===== src/rtl/core/mrr_pkg.sv =====
// Shared types and constants for the Miller-Rabin round block.
// No dependencies; imported by mrr_mulmod and miller_rabin_round.
package mrr_pkg;

  localparam int IN_W      = 32;  // width of the input item fields
  localparam int VERDICT_W = 2;

  typedef logic [VERDICT_W-1:0] verdict_t;

  localparam verdict_t VERDICT_COMPOSITE = 2'd0;
  localparam verdict_t VERDICT_PRIME     = 2'd1;
  localparam verdict_t VERDICT_INVALID   = 2'd2;

  // status of the shared modular multiplier
  typedef struct packed {
    logic busy;
    logic done;   // one-cycle pulse, result valid alongside
  } mm_status_t;

endpackage


===== src/rtl/core/mrr_mulmod.sv =====
// Shared modular multiplier: (x * y) mod n by MSB-first double-and-add.
// Depends on mrr_pkg (status struct).
module mrr_mulmod #(
  parameter int WIDTH = 32
) (
  input  logic                   clk,
  input  logic                   rst_n,
  input  logic                   start,
  input  logic [WIDTH-1:0]       x,
  input  logic [WIDTH-1:0]       y,
  input  logic [WIDTH-1:0]       n,
  output logic [WIDTH-1:0]       res,
  output mrr_pkg::mm_status_t    status
);
  import mrr_pkg::*;

  localparam int CW = $clog2(WIDTH);

  logic             busy_r, busy_nxt;
  logic             phase_r, phase_nxt;   // 0: double, 1: add x
  logic             done_r, done_nxt;
  logic [CW-1:0]    cnt_r, cnt_nxt;
  logic [WIDTH-1:0] acc_r, acc_nxt;
  logic [WIDTH-1:0] x_r, x_nxt;
  logic [WIDTH-1:0] y_r, y_nxt;
  logic [WIDTH-1:0] n_r, n_nxt;

  logic [WIDTH-1:0] op_b;
  logic [WIDTH-1:0] room;
  logic             wrap;
  logic [WIDTH-1:0] sum;

  // one modular add, both operands below n: no overflow
  assign op_b = phase_r ? x_r : acc_r;
  assign room = n_r - op_b;
  assign wrap = (acc_r >= room);
  assign sum  = wrap ? (acc_r - room) : (acc_r + op_b);

  always_comb begin
    busy_nxt  = busy_r;
    phase_nxt = phase_r;
    done_nxt  = 1'b0;
    cnt_nxt   = cnt_r;
    acc_nxt   = acc_r;
    x_nxt     = x_r;
    y_nxt     = y_r;
    n_nxt     = n_r;
    if (start) begin
      busy_nxt  = 1'b1;
      phase_nxt = 1'b0;
      cnt_nxt   = CW'(WIDTH - 1);
      acc_nxt   = '0;
      x_nxt     = x;
      y_nxt     = y;
      n_nxt     = n;
    end else if (busy_r) begin
      acc_nxt = sum;
      if (!phase_r && y_r[WIDTH-1]) begin
        phase_nxt = 1'b1;
      end else begin
        phase_nxt = 1'b0;
        y_nxt     = y_r << 1;
        if (cnt_r == '0) begin
          busy_nxt = 1'b0;
          done_nxt = 1'b1;
        end else begin
          cnt_nxt = cnt_r - 1'b1;
        end
      end
    end
  end

  always_ff @(posedge clk) begin
    if (!rst_n) begin
      busy_r  <= 1'b0;
      phase_r <= 1'b0;
      done_r  <= 1'b0;
      cnt_r   <= '0;
    end else begin
      busy_r  <= busy_nxt;
      phase_r <= phase_nxt;
      done_r  <= done_nxt;
      cnt_r   <= cnt_nxt;
    end
  end

  always_ff @(posedge clk) begin
    acc_r <= acc_nxt;
    x_r   <= x_nxt;
    y_r   <= y_nxt;
    n_r   <= n_nxt;
  end

  assign res         = acc_r;
  assign status.busy = busy_r;
  assign status.done = done_r;

endmodule


===== src/rtl/core/miller_rabin_round.sv =====
// Miller-Rabin round: top level sequencer around the shared modular multiplier.
// Depends on mrr_pkg and mrr_mulmod.
//
// One item (n, a) gives one verdict: composite, probable prime for this
// witness, or invalid when n is below two. Only the low WIDTH bits of each
// field are used. The block handles one item at a time: in_stall is high from
// acceptance until the verdict has been loaded into the output register, and
// a verdict may sit there waiting on out_stall while the next item is taken.
// All arithmetic runs through one modular multiplier that does a bit of the
// multiplier operand per cycle, plus an extra add step for each set bit. A
// round needs one product to reduce the witness mod n, at most two per bit
// of the odd part m of n-1 for the power, and at most k squarings
// afterwards, which is under 2*WIDTH+1 products. Splitting n-1 into 2^k * m
// strips its trailing zeros one at a time. An n below two skips the
// arithmetic and goes straight to the hand-off state.
module miller_rabin_round #(
  parameter int WIDTH = 32
) (
  input  logic                          clk,
  input  logic                          rst_n,
  // item in
  input  logic                          in_valid,
  output logic                          in_stall,
  input  logic [mrr_pkg::IN_W-1:0]      in_number_under_test,
  input  logic [mrr_pkg::IN_W-1:0]      in_witness,
  // verdict out
  output logic                          out_valid,
  input  logic                          out_stall,
  output logic [mrr_pkg::VERDICT_W-1:0] out_verdict
);
  import mrr_pkg::*;

  localparam int KW = $clog2(WIDTH);

  // sequencer codes
  localparam logic [3:0] S_IDLE    = 4'd0;
  localparam logic [3:0] S_SPLIT   = 4'd1;  // strip trailing zeros of n-1
  localparam logic [3:0] S_REDUCE  = 4'd2;  // a mod n, as 1*a mod n
  localparam logic [3:0] S_POW     = 4'd3;  // pick next step of a^m
  localparam logic [3:0] S_POW_MUL = 4'd4;  // acc *= base
  localparam logic [3:0] S_POW_SQ  = 4'd5;  // base *= base
  localparam logic [3:0] S_CHK1    = 4'd6;  // b == 1 ?
  localparam logic [3:0] S_LOOP    = 4'd7;  // k == 0 ? composite, else b == n-1 ? else square
  localparam logic [3:0] S_LOOP_SQ = 4'd8;
  localparam logic [3:0] S_FIN     = 4'd9;  // hand verdict to output reg

  localparam logic [WIDTH-1:0] ONE = {{(WIDTH-1){1'b0}}, 1'b1};

  logic [3:0]       state_r, state_nxt;
  logic [WIDTH-1:0] nm1_r, nm1_nxt;
  logic [WIDTH-1:0] n_r, n_nxt;
  logic [WIDTH-1:0] a_r, a_nxt;
  logic [WIDTH-1:0] m_r, m_nxt;
  logic [KW-1:0]    k_r, k_nxt;
  logic [WIDTH-1:0] base_r, base_nxt;
  logic [WIDTH-1:0] acc_r, acc_nxt;
  verdict_t         verdict_r, verdict_nxt;
  logic             out_valid_r, out_valid_nxt;
  verdict_t         out_verdict_r, out_verdict_nxt;

  logic [WIDTH-1:0] n_in;
  logic [WIDTH-1:0] a_in;
  logic             in_acc;

  logic             mm_start;
  logic [WIDTH-1:0] mm_x;
  logic [WIDTH-1:0] mm_y;
  logic [WIDTH-1:0] mm_res;
  mm_status_t       mm_st;

  // low WIDTH bits of the fields, zero-extended where WIDTH is wider
  generate
    if (WIDTH <= IN_W) begin : g_narrow
      assign n_in = in_number_under_test[WIDTH-1:0];
      assign a_in = in_witness[WIDTH-1:0];
    end else begin : g_wide
      assign n_in = {{(WIDTH-IN_W){1'b0}}, in_number_under_test};
      assign a_in = {{(WIDTH-IN_W){1'b0}}, in_witness};
    end
  endgenerate

  assign in_stall = (state_r != S_IDLE);
  assign in_acc   = in_valid && !in_stall;

  mrr_mulmod #(.WIDTH(WIDTH)) u_mulmod (
    .clk    (clk),
    .rst_n  (rst_n),
    .start  (mm_start),
    .x      (mm_x),
    .y      (mm_y),
    .n      (n_r),
    .res    (mm_res),
    .status (mm_st)
  );

  always_comb begin
    state_nxt       = state_r;
    nm1_nxt         = nm1_r;
    n_nxt           = n_r;
    a_nxt           = a_r;
    m_nxt           = m_r;
    k_nxt           = k_r;
    base_nxt        = base_r;
    acc_nxt         = acc_r;
    verdict_nxt     = verdict_r;
    out_verdict_nxt = out_verdict_r;
    out_valid_nxt   = out_valid_r && out_stall;
    mm_start        = 1'b0;
    mm_x            = '0;
    mm_y            = '0;

    case (state_r)
      S_IDLE: begin
        if (in_acc) begin
          n_nxt   = n_in;
          nm1_nxt = n_in - 1'b1;
          m_nxt   = n_in - 1'b1;
          a_nxt   = a_in;
          k_nxt   = '0;
          if (n_in[WIDTH-1:1] == '0) begin
            verdict_nxt = VERDICT_INVALID;
            state_nxt   = S_FIN;
          end else begin
            state_nxt = S_SPLIT;
          end
        end
      end
      S_SPLIT: begin
        // n >= 2, so m is non-zero and this ends
        if (!m_r[0]) begin
          m_nxt = m_r >> 1;
          k_nxt = k_r + 1'b1;
        end else begin
          mm_start  = 1'b1;
          mm_x      = ONE;
          mm_y      = a_r;
          state_nxt = S_REDUCE;
        end
      end
      S_REDUCE: begin
        if (mm_st.done) begin
          base_nxt  = mm_res;
          acc_nxt   = ONE;
          state_nxt = S_POW;
        end
      end
      S_POW: begin
        if (m_r == '0) begin
          state_nxt = S_CHK1;
        end else if (m_r[0]) begin
          mm_start  = 1'b1;
          mm_x      = acc_r;
          mm_y      = base_r;
          state_nxt = S_POW_MUL;
        end else begin
          mm_start  = 1'b1;
          mm_x      = base_r;
          mm_y      = base_r;
          state_nxt = S_POW_SQ;
        end
      end
      S_POW_MUL: begin
        if (mm_st.done) begin
          acc_nxt = mm_res;
          if (m_r[WIDTH-1:1] == '0) begin
            // last exponent bit: the closing square is not needed
            m_nxt     = '0;
            state_nxt = S_CHK1;
          end else begin
            mm_start  = 1'b1;
            mm_x      = base_r;
            mm_y      = base_r;
            state_nxt = S_POW_SQ;
          end
        end
      end
      S_POW_SQ: begin
        if (mm_st.done) begin
          base_nxt  = mm_res;
          m_nxt     = m_r >> 1;
          state_nxt = S_POW;
        end
      end
      S_CHK1: begin
        if (acc_r == ONE) begin
          verdict_nxt = VERDICT_PRIME;
          state_nxt   = S_FIN;
        end else begin
          state_nxt = S_LOOP;
        end
      end
      S_LOOP: begin
        if (k_r == '0) begin
          verdict_nxt = VERDICT_COMPOSITE;
          state_nxt   = S_FIN;
        end else if (acc_r == nm1_r) begin
          verdict_nxt = VERDICT_PRIME;
          state_nxt   = S_FIN;
        end else begin
          mm_start  = 1'b1;
          mm_x      = acc_r;
          mm_y      = acc_r;
          state_nxt = S_LOOP_SQ;
        end
      end
      S_LOOP_SQ: begin
        if (mm_st.done) begin
          acc_nxt   = mm_res;
          k_nxt     = k_r - 1'b1;
          state_nxt = S_LOOP;
        end
      end
      S_FIN: begin
        // output register free, or emptied this cycle
        if (!out_valid_r || !out_stall) begin
          out_valid_nxt   = 1'b1;
          out_verdict_nxt = verdict_r;
          state_nxt       = S_IDLE;
        end
      end
      default: begin
        state_nxt = S_IDLE;
      end
    endcase
  end

  always_ff @(posedge clk) begin
    if (!rst_n) begin
      state_r     <= S_IDLE;
      out_valid_r <= 1'b0;
    end else begin
      state_r     <= state_nxt;
      out_valid_r <= out_valid_nxt;
    end
  end

  always_ff @(posedge clk) begin
    n_r           <= n_nxt;
    nm1_r         <= nm1_nxt;
    a_r           <= a_nxt;
    m_r           <= m_nxt;
    k_r           <= k_nxt;
    base_r        <= base_nxt;
    acc_r         <= acc_nxt;
    verdict_r     <= verdict_nxt;
    out_verdict_r <= out_verdict_nxt;
  end

  assign out_valid   = out_valid_r;
  assign out_verdict = out_verdict_r;

`ifndef ASSERT_OFF
  // the multiplier is never restarted mid-product
  a_mm_no_restart: assert property (@(posedge clk) disable iff (!rst_n)
    mm_start |-> !mm_st.busy)
    else $error("multiplier started while busy");

  // a product only completes after the unit was busy
  a_mm_done_busy: assert property (@(posedge clk) disable iff (!rst_n)
    mm_st.done |-> $past(mm_st.busy))
    else $error("multiplier done without being busy");

  // a verdict only appears out of the hand-off state
  a_out_from_fin: assert property (@(posedge clk) disable iff (!rst_n)
    $rose(out_valid_r) |-> ($past(state_r) == S_FIN))
    else $error("verdict issued outside hand-off");
`endif

endmodule

===== config.mk =====
export PLATFORM = sky130hd
export DESIGN_NAME = miller_rabin_round
export DESIGN_NICKNAME = d
export VERILOG_FILES = /design/src/rtl/core/mrr_pkg.sv /design/src/rtl/core/mrr_mulmod.sv /design/src/rtl/core/miller_rabin_round.sv
export SDC_FILE = /design/constraint.sdc
export NUM_CORES = 1
export LEC_CHECK = 0
export BUFFER_PORTS_ARGS = -buffer_cell sky130_fd_sc_hd__buf_4
export CAP_MARGIN = 20
export CORE_ASPECT_RATIO = 0.75
export CORE_UTILIZATION = 35
export CTS_CLUSTER_SIZE = 16
export DETAILED_ROUTE_END_ITERATION = 12
export PLACE_DENSITY = 0.6
export SYNTH_ARGS = -nofsm -noshare
export SYNTH_HDL_FRONTEND = slang
export SYNTH_HIERARCHICAL = 1
export SYNTH_SLANG_ARGS = --single-unit

===== constraint.sdc =====
create_clock -name clk -period 11.6 [get_ports clk]
set_input_delay 1.74 -clock clk [delete_from_list [all_inputs] [get_ports clk]]
set_output_delay 1.74 -clock clk [all_outputs]
set_load 0.02 [all_outputs]

==> impl_metrics.tcl <==
set metrics [dict create \
    status "finished, final reports clean" \
    die_x_um 275.3 \
    cts_tree "done" \
    num_io_pins 72 \
    drtIter0Drc 1303 \
    power_frac_clock_pct 19.2 \
    setup_viol 0 \
    cap_viol_max_count 0 \
    fp.dieH_um 206.9 \
    period_needed_ps 6327 \
    grt_pass1_wl_um 84380 \
    critPathMaxFanout 39 \
    grt_usage_pct 19.53 \
    first_pass_iters 7 \
    end_kind "flop" \
    synthToLayoutAreaGrowth_pct 13.12 \
    vias 14545 \
    final_max_slew_viol_count 0 \
    final_cell_mix "297 x edfxtp_1, 100 x ha_1, 97 x a21oi_1" \
    htreeDepth 2 \
    dp.final_hpwl_um 41840 \
    pwr-share-comb_pct 48.3 \
    finalCritPeriodShare_pct 54.55 \
    startpoint_type "flop" \
    worstSkewPairLatency_ps 540 \
    regToRegEndpoint "u_mulmod/res[30]$_SDFFE_PP0P_" \
    nFillCells 5273 \
    worst_pin_slew_ps 1112 \
    layout_setup_ws_ps 5273 \
    total_power_mw 6.006 \
    clk_pin_slew_ps 70 \
    p_leak_nw 8.721 \
    syn-num-nets 1923 \
    max_slew_margin_pct 25.28 \
    antenna_found_initial 3 \
    hold_path_depth 0 \
    grt_pass1_vias 13909 \
    antenna_cells 0 \
    p_switching_mw 2.445 \
    drc 0 \
    hold_path.class "flop to flop" \
    vias_per_cell 5.695 \
    final_core_util_pct 40.38 \
    initial_core_util_pct 35.70 \
    place_ws_ps 4704 \
    power.density_mw_per_mm2 270.9 \
    synth_cells 1751 \
    intPower_mw 3.560 \
    reg2regPathDepth 24 \
    num_rows 74 \
    reg2reg_from "u_mulmod/res[0]$_SDFFE_PP0P_" \
    post_cts_resized 0 \
    final_common_cell "edfxtp_1" \
    setup_tns_ps 0 \
    grt.overflow.total 0 \
    peakVddDrop_mv 0.1131 \
    final_area_mm2 0.02217 \
    power_frac_seq_pct 32.5 \
    post_drt_wl_per_cell_um 21.94 \
    crit_type "flop to flop" \
    post_cts_buffers 0 \
    final_layout_size_suffix_gt1_share_pct 11.95 \
    clock_tree.buffer_depth 3 \
    numPortBuffers 71 \
    nets 1982 \
    dieArea_mm2 0.05696 \
    wirelength_um 56040 \
    numCtsBuffers 34 \
    rsz0062_at_grt "false" \
    clock.fmax_ghz 0.1580 \
    syn_area_mm2 0.01960 \
    placed_cell_area_mm2 0.02103 \
    critical_path_required_ps 12020 \
    gp_congestion 0.9091 \
    swShare_pct 40.72 \
    ff2ff_setup_slack_ps 5270 \
    hold_viol_final 0 \
    clkSinkCount 342 \
    crit_arrival_ps 6750 \
    critPathCapture "u_mulmod/res[30]$_SDFFE_PP0P_" \
    grt_start_max_net_pins 70 \
    core-area_mm2 0.05491 \
    holdBufCountCts 0 \
    synth_area_per_cell_um2 11.19 \
    ant_nets 0 \
    worstSetupStartpoint "u_mulmod/res[0]$_SDFFE_PP0P_" \
    fin_worst_skew_ps 25.79 \
    cts_root_buffer "clkbuf_16" \
    yosysWarnings 6 \
]
-- per-stage QoR --
step | instances | hold slack [ps]
floorplan | 1751 | 400.3
global placement | 2494 | 404.5
detailed placement | 2495 | 404.5
CTS | 2553 | 416.3
global route | 2554 | 426.1
finish | 2554 | 420.3
-- area by class of cell --
type / instances / area (µm²) / share of cell area [%]
Sequential cell: 342 / 9821 / 44.29
Clock buffer: 39 / 900.9 / 4.063
Inverter: 68 / 255.2 / 1.151
Clock inverter: 19 / 224.0 / 1.010
Tap cell: 722 / 903.4 / 4.074
Timing Repair Buffer: 92 / 710.7 / 3.205
Multi-Input combinational cell: 1272 / 9356 / 42.20
-- worst min path at each step --
stage                                      start                         end  slack, ps
final                          n_r[24]$_DFFE_PP_  u_mulmod/n_r[24]$_DFFE_PP_        420
after global routing           n_r[24]$_DFFE_PP_  u_mulmod/n_r[24]$_DFFE_PP_        430
after CTS                      n_r[24]$_DFFE_PP_  u_mulmod/n_r[24]$_DFFE_PP_        420
after detailed placement       n_r[14]$_DFFE_PP_  u_mulmod/n_r[14]$_DFFE_PP_        400
after global placement          n_r[4]$_DFFE_PP_   u_mulmod/n_r[4]$_DFFE_PP_        400
after floorplan           verdict_r[0]$_DFFE_PP_    out_verdict[0]$_DFFE_PP_        400
-- power groups by stage --
| stage | registers (mW) | clock network [mW] | logic (mW) |
|---|---|---|---|
| after CTS | 1.96 | 1.17 | 2.86 |
| after floorplan | 1.88 | 0 | 2.20 |
| after detailed placement | 1.98 | 0 | 2.84 |
| after global routing | 1.98 | 1.22 | 3.19 |
| final | 1.95 | 1.15 | 2.90 |
| after global placement | 1.98 | 0 | 2.82 |
-- routing by layer --
layer	part of all wire (%)	wire [µm]	GRT usage, %	vias up
met2	43	24260	29.11	510
met1	47	26170	28.32	7168
li1	-	-	-	6791
met5	0.023	13	0	-
met3	7.9	4414	4.696	74
met4	2.1	1183	4.755	2
-- critical path, stage by stage, from the launching register on --
cell       delay (ps)
dfxtp_1           400
inv_1              80
o21ai_0           240
ha_1              240
inv_1              60
fa_1              460
a211oi_1          260
nor2_1            100
o21ai_1           380
o31ai_2           160
a41oi_1           480
a2111oi_2         230
a311oi_1          440
o21ai_1           150
xnor2_1           140
ha_1              320
nor2b_1           160
or2_2             270
a21oi_1           220
o21ai_0           210
a31oi_4           310
buf_12            240
nor2_1            210
a22o_1            280
a21o_1            140
-- sequential cells by signal (all words and copies together), names as in the netlist, 2 cells and up --
register and flops:
a_r 32, acc_r 32, base_r 32, k_r 5, m_r 32, n_r 32, nm1_r 32, out_verdict 2
state_r 4, u_mulmod/cnt_r 5, u_mulmod/n_r 32, u_mulmod/res 32, u_mulmod/x_r 32, u_mulmod/y_r 32, verdict_r 2
Note: power is estimated with default switching activity, not from simulation.
